File: config.mk
export PLATFORM = sky130hd
export DESIGN_NAME = ermr_ctrl
export DESIGN_NICKNAME = d
export VERILOG_FILES = /design/src/hw/rtl/ermr_pkg.sv /design/src/hw/rtl/ermr_ctrl.sv
export SDC_FILE = /design/constraint.sdc
export NUM_CORES = 1
export LEC_CHECK = 0
export BUFFER_PORTS_ARGS = -buffer_cell sky130_fd_sc_hd__buf_2
export CAP_MARGIN = 40
export CORE_AREA = 2 2 39 41
export CTS_BUF_LIST = sky130_fd_sc_hd__clkbuf_16
export CTS_CLUSTER_DIAMETER = 50
export DETAILED_ROUTE_END_ITERATION = 10
export DIE_AREA = 0 0 41 43
export GPL_TIMING_DRIVEN = 0
export PLACE_DENSITY = 0.47
export SYNTH_ARGS = -nofsm -noshare
export SYNTH_HDL_FRONTEND = slang
export SYNTH_SLANG_ARGS = --single-unit
export TNS_END_PERCENT = 50
File: constraint.sdc
create_clock -name i_clk -period 1.9 [get_ports i_clk]
set_clock_uncertainty 0.15 [all_clocks]
set_input_delay 0.19 -clock i_clk [delete_from_list [all_inputs] [get_ports i_clk]]
set_output_delay 0.19 -clock i_clk [all_outputs]
set_load 0.02 [all_outputs]
File: src/hw/rtl/ermr_pkg.sv
// Shared types, constants and helpers of the event rule match engine.
`timescale 1ns / 1ps
package ermr_pkg;

    localparam int RULE_COUNT = 16;
    localparam int IDX_W      = $clog2(RULE_COUNT);
    localparam int NAME_BYTES = 32;
    localparam int NAME_W     = NAME_BYTES * 8;
    localparam int LEN_W      = 6;
    localparam int ADDR_W     = 48;
    localparam int SCORE_W    = 16;
    localparam int FIRE_W     = 32;

    // request types
    localparam logic [1:0] REQ_ADD    = 2'd0;
    localparam logic [1:0] REQ_REMOVE = 2'd1;
    localparam logic [1:0] REQ_EVENT  = 2'd2;

    // event kinds
    localparam logic [2:0] KIND_AP        = 3'd0;
    localparam logic [2:0] KIND_JOIN      = 3'd1;
    localparam logic [2:0] KIND_ANOMALY   = 3'd2;
    localparam logic [2:0] KIND_BLE       = 3'd3;
    localparam logic [2:0] KIND_HANDSHAKE = 3'd4;
    localparam logic [2:0] KIND_ROGUE     = 3'd5;

    // result status codes
    localparam logic [1:0] ST_OK       = 2'd0;
    localparam logic [1:0] ST_FULL     = 2'd1;
    localparam logic [1:0] ST_BAD_SLOT = 2'd2;
    localparam logic [1:0] ST_NO_FIRE  = 2'd3;

    typedef struct packed {
        logic [1:0]         req_type;
        logic [3:0]         rule_slot;
        logic [2:0]         event_kind;
        logic [2:0]         action_code;
        logic [1:0]         action_arg;
        logic [ADDR_W-1:0]  addr;
        logic [SCORE_W-1:0] score;
        logic [LEN_W-1:0]   text_len;
        logic [63:0]        text_w0;
        logic [63:0]        text_w1;
        logic [63:0]        text_w2;
        logic [63:0]        text_w3;
    } t_in_item;

    typedef struct packed {
        logic [1:0]        status;
        logic              fired;
        logic [3:0]        rule_index;
        logic [2:0]        out_action;
        logic [1:0]        out_arg;
        logic [ADDR_W-1:0] out_addr;
        logic [FIRE_W-1:0] fire_total;
        logic              last;
    } t_out_item;

    // controller -> datapath
    typedef struct packed {
        logic capture;
        logic add_do;
        logic rem_do;
        logic scan_step;
        logic flush;
    } t_cmd;

    // datapath -> controller
    typedef struct packed {
        logic [1:0] in_req;
        logic       out_free;
        logic       hit;
        logic       hold_vld;
        logic       idx_last;
    } t_sts;

    // byte mask of the first len bytes of a name
    function automatic logic [NAME_W-1:0] prefix_mask(input logic [LEN_W-1:0] len);
        logic [NAME_W-1:0] m;
        m = '0;
        for (int b = 0; b < NAME_BYTES; b++) begin
            m[8*b +: 8] = (int'(len) > b) ? 8'hFF : 8'h00;
        end
        return m;
    endfunction

endpackage

File: src/hw/rtl/ermr_ctrl.sv
// Sequencing state machine of the event rule match engine.
`timescale 1ns / 1ps
module ermr_ctrl import ermr_pkg::*; (
    input  logic i_clk,
    input  logic i_rst_n,
    input  logic i_in_valid,
    output logic o_in_stall,
    input  t_sts i_sts,
    output t_cmd o_cmd
);

    typedef enum logic [4:0] {
        S_IDLE  = 5'b00001,
        S_ADD   = 5'b00010,
        S_REM   = 5'b00100,
        S_SCAN  = 5'b01000,
        S_FLUSH = 5'b10000
    } t_state;

    t_state r_state, n_state;
    logic   w_step_ok;

    assign o_in_stall = (r_state != S_IDLE);
    // a second hit needs the output register to push the held one out
    assign w_step_ok  = !(i_sts.hit && i_sts.hold_vld && !i_sts.out_free);

    always_comb begin
        n_state = r_state;
        o_cmd   = '0;
        case (r_state)
            S_IDLE: begin
                if (i_in_valid) begin
                    o_cmd.capture = 1'b1;
                    case (i_sts.in_req)
                        REQ_ADD:    n_state = S_ADD;
                        REQ_REMOVE: n_state = S_REM;
                        REQ_EVENT:  n_state = S_SCAN;
                        default:    n_state = S_IDLE;
                    endcase
                end
            end
            S_ADD: begin
                if (i_sts.out_free) begin
                    o_cmd.add_do = 1'b1;
                    n_state      = S_IDLE;
                end
            end
            S_REM: begin
                if (i_sts.out_free) begin
                    o_cmd.rem_do = 1'b1;
                    n_state      = S_IDLE;
                end
            end
            S_SCAN: begin
                o_cmd.scan_step = w_step_ok;
                if (w_step_ok && i_sts.idx_last) begin
                    n_state = S_FLUSH;
                end
            end
            S_FLUSH: begin
                if (i_sts.out_free) begin
                    o_cmd.flush = 1'b1;
                    n_state     = S_IDLE;
                end
            end
            default: n_state = S_IDLE;
        endcase
    end

    always_ff @(posedge i_clk) begin
        if (!i_rst_n) begin
            r_state <= S_IDLE;
        end else begin
            r_state <= n_state;
        end
    end

endmodule

Word level (Yosys, flattened, before mapping). Cells that the tools add are included. Widths: inputs -> output; s select.

Memory bits (writable): 0. Memories: 0. Memory bits (read-only): 0. Register bits after elaboration: 5. Input bits: 9. Word-level logic and storage cells: 32. Output and inout bits: 6. Latch bits: 0.

Bitwise logic cells: 0. $lt $le $gt $ge: 0. Equal/unequal tests: 11. Muxes and demuxes: 12. Shift-type cells: 0. Reductions and logical operators: 8. Divide/modulo/power cells: 0. $add $sub $neg: 0. $mul: 0.

Operators with widths (number): $mux 5 (3); $pmux 5 s3 (1); $pmux 4 s3 (1); $mux 1 (7); $eq 5x1->1 const B (1); $eq 5x2->1 const B (1); $eq 5x3->1 const B (1); $eq 5x4->1 const B (1); $eq 5x5->1 const B (1); $ne 5x1->1 const B (1); $ne 2x2->1 const B (2); $logic_and 1x1->1 (3); $reduce_and 3->1 (1); $reduce_or 3->1 (1); $eq 2x1->1 const B (1); $eq 2x2->1 const B (1); $logic_not 1->1 (2); $logic_not 2->1 (1); $ne 2x1->1 const B (1).

Longest topological paths before layout.
Word-level depth: 6. Depth in mapped cells: 4. Mapped depth without buffers: 4.

Worst setup path after synthesis. No wires, ideal clock.

Path kind: register to output. Start point: register r_state[0]. End point: output port o_cmd[2] (netlist name). Required time: 1560 ps. Setup slack: 308 ps. Data arrival time: 1252 ps. Path buffers: 0. Stages on the path, launching flop included: 4. Path through: dfxtp_1 > nor2_1 > nand2_1 > nor4b_1.

RTL lines: start, declared (line ermr_ctrl.sv:20) `t_state r_state, n_state;`; start signal, assigned (line ermr_ctrl.sv:74) `r_state <= n_state;`; end, declared (line ermr_ctrl.sv:9) `output t_cmd o_cmd`.

==> impl_metrics.py <==
metrics = {
    "placed_design": {
        "dpl_cell_area_um2": 448,
        "gp_congestion": 0.761,
        "placed_cells": 74,
        "dp_hpwl_um": 619,
        "port_buffers": 14,
    },
    "yosys": {
        "synthArstFlopShare_pct": 0,
        "syn_area_per_cell_um2": 8.13,
        "ys_types": 26,
        "yosysTopAreaCellShare_pct": 28.0,
        "yosys_warnings": 0,
        "syn_nets": 53,
        "syn-instance-count": 44,
        "ys_seq_elements": 5,
        "synth.largest_area_cell": "dfxtp_1",
        "synth_ff_type": "dfxtp_1",
        "syn_area_um2": 358,
        "ys_seq_area_share_pct": 28.0,
        "synth-edff-count": 0,
        "synth.area.top_cells": "dfxtp_1 28%, nand2_1 6.3%, mux2i_1 5.6%",
    },
    "floorplan": {
        "core_um2": 1380,
        "dieHeight_um": 43,
        "die_area_um2": 1760,
        "start_util_pct": 25.9,
        "row_count": 14,
        "io_pins": 15,
        "fp.dieW_um": 41,
    },
    "cells_and_area": {
        "antennaDiodeCount": 0,
        "largest_reg_flops": 5,
        "final_cell_count_no_fill": 78,
        "fin_area_um2": 534,
        "largest-register": "r_state",
        "syn_to_final_growth_pct": 49.3,
        "nFillCells": 147,
        "layout-drive-gt1-share_pct": 35.5,
        "nets": 72,
        "reg_top3": "r_state (5)",
    },
    "timing": {
        "rsz0062_at_grt": "no",
        "setup_violations": 0,
        "min_period_ns": 1.84,
        "hold_viol": 0,
        "slew_viol_final": 0,
        "max_freq_mhz": 545,
        "max_slew_margin_pct": 73.3,
        "setup-tns-final_ns": 0,
        "worstMarginPinSlew_ns": 0.400,
        "period_share_pct": 96.6,
    },
    "clocking": {
        "numCtsBuffers": 3,
        "cts_sinks": 5,
        "clkTransAtPathRegs_ns": 0.03,
        "cts_buffer_depth": 2,
        "h-tree-depth": 1,
        "root_buffer": "clkbuf_16",
        "post_cts_buffers": 0,
        "cts_tree": "yes",
        "clock_latency_ns": 0.23,
    },
    "drt": {
        "vias": 384,
        "firstDrtPassIters": 4,
        "post_drt_wl_per_cell_um": 10.2,
        "drt_first_iter_violations": 4,
        "drt_wl_total_um": 798,
        "via_per_inst": 4.92,
        "ant_nets": 0,
        "drc": 0,
    },
    "power": {
        "cellPowerDensity_nw_per_um2": 1050,
        "p_leak_nw": 0.258,
        "vdd_drop_max_uv": 436,
    },
    "status": {
        "status": "complete, no violations",
    },
    "grt": {
        "grt_max_degree": 9,
        "overflow": 0,
        "grt_util_all_layers_pct": 11.4,
        "antenna_found_initial": 0,
        "grt_pass1_vias": 323,
        "grt_pass1_wl_um": 1310,
    },
    "setup_path": {
        "start_kind": "register",
        "end_kind": "output pin",
        "cp.arrival_ns": 1.50,
        "crit_path_max_fanout": 8,
        "cp.required_ns": 1.56,
        "criticalPathCategory": "register to output pin",
    },
    "worst_hold_path": {
        "hp-class": "input port to register",
    },
    "flow_run": {
        "drv_cap": 0,
    },
}
-- critical path: stages (launching register included) --
cell,delay (ns)
dfxtp_1,0.36
or3_1,0.46
nor2_4,0.16
and2_1,0.14
buf_2,0.15
-- synthesized netlist by cell type (2+ instances only) --
cell type / n
dfxtp_1: 5
nor2_1: 5
inv_1: 2
mux2i_1: 2
nor4b_1: 2
nand4b_1: 2
a21boi_0: 2
nand2_1: 6
-- cell families after synthesis --
kind of cell           synth area share, %
AO/OA/AOI/OAI                         16.4
flip-flops                            28.0
multiplexers                          5.59
XOR/XNOR                              2.45
buffers and inverters                 2.10
AND/OR/NAND/NOR                       45.5
-- cells in the final DEF (no fill, tap or decap), drive strengths merged, types with 2 or more instances in the layout --
cell / n
buf: 14
nand2: 6
dfxtp: 5
nor2: 5
inv: 3
clkbuf: 3
nor4b: 2
nand4b: 2
a21boi: 2
mux2i: 2
or3: 2
-- layer usage --
metal / wire (µm) / GRT usage, % / part of all wire, %
met1: 383 / 14.2 / 48
met2: 352 / 15.0 / 44
met3: 43 / 3.14 / 5.4
met4: 19 / 10.0 / 2.4
met5: 0 / 0 / 0
-- repair_timing --
action                     CTS  global route
pin swaps                    0             0
setup endpoints to repair    1             1
hold buffers                 0             0
resized for setup            1             1
-- cell type report --
type | count | area (µm²) | area share (%)
Multi-Input combinational cell | 37 | 258 | 48.2
Sequential cell | 5 | 100 | 18.7
Clock buffer | 3 | 75.1 | 14.1
Timing Repair Buffer | 14 | 70.1 | 13.1
Tap cell | 16 | 20.0 | 3.75
Inverter | 2 | 7.51 | 1.41
Clock inverter | 1 | 3.75 | 0.703
-- final timing paths --
check | start | to | slack, ns | cells past startpoint
setup / recovery | r_state[4] | o_cmd[4] | 0.06 | 4
hold / removal | i_sts[4] | r_state[2] | 0.12 | 3
hold reg to reg | r_state[2] | r_state[2] | 0.40 | 2
setup reg to reg | r_state[4] | r_state[1] | 0.21 | 4
-- through the flow --
stage | utilization [%] | hold WS (ns) | power [mW] | worst slack (ns)
2_1_floorplan | - | 0.173 | 0.187 | 0.308
3_3_place_gp | 32.4 | 0.349 | 0.217 | 0.155
3_5_place_dp | 32.4 | 0.358 | 0.217 | 0.161
4_1_cts | 38.2 | 0.125 | 0.565 | 0.00127
5_1_grt | 38.6 | 0.138 | 0.586 | 0.00370
6_report | 38.6 | 0.123 | 0.561 | 0.0648
-- power breakdown --
part	switching [mW]	internal, mW
clock network	0.0669	0.272
registers	0.00852	0.113
logic	0.0548	0.0455
total	0.130	0.430
Power figures use the tool's default switching activity.
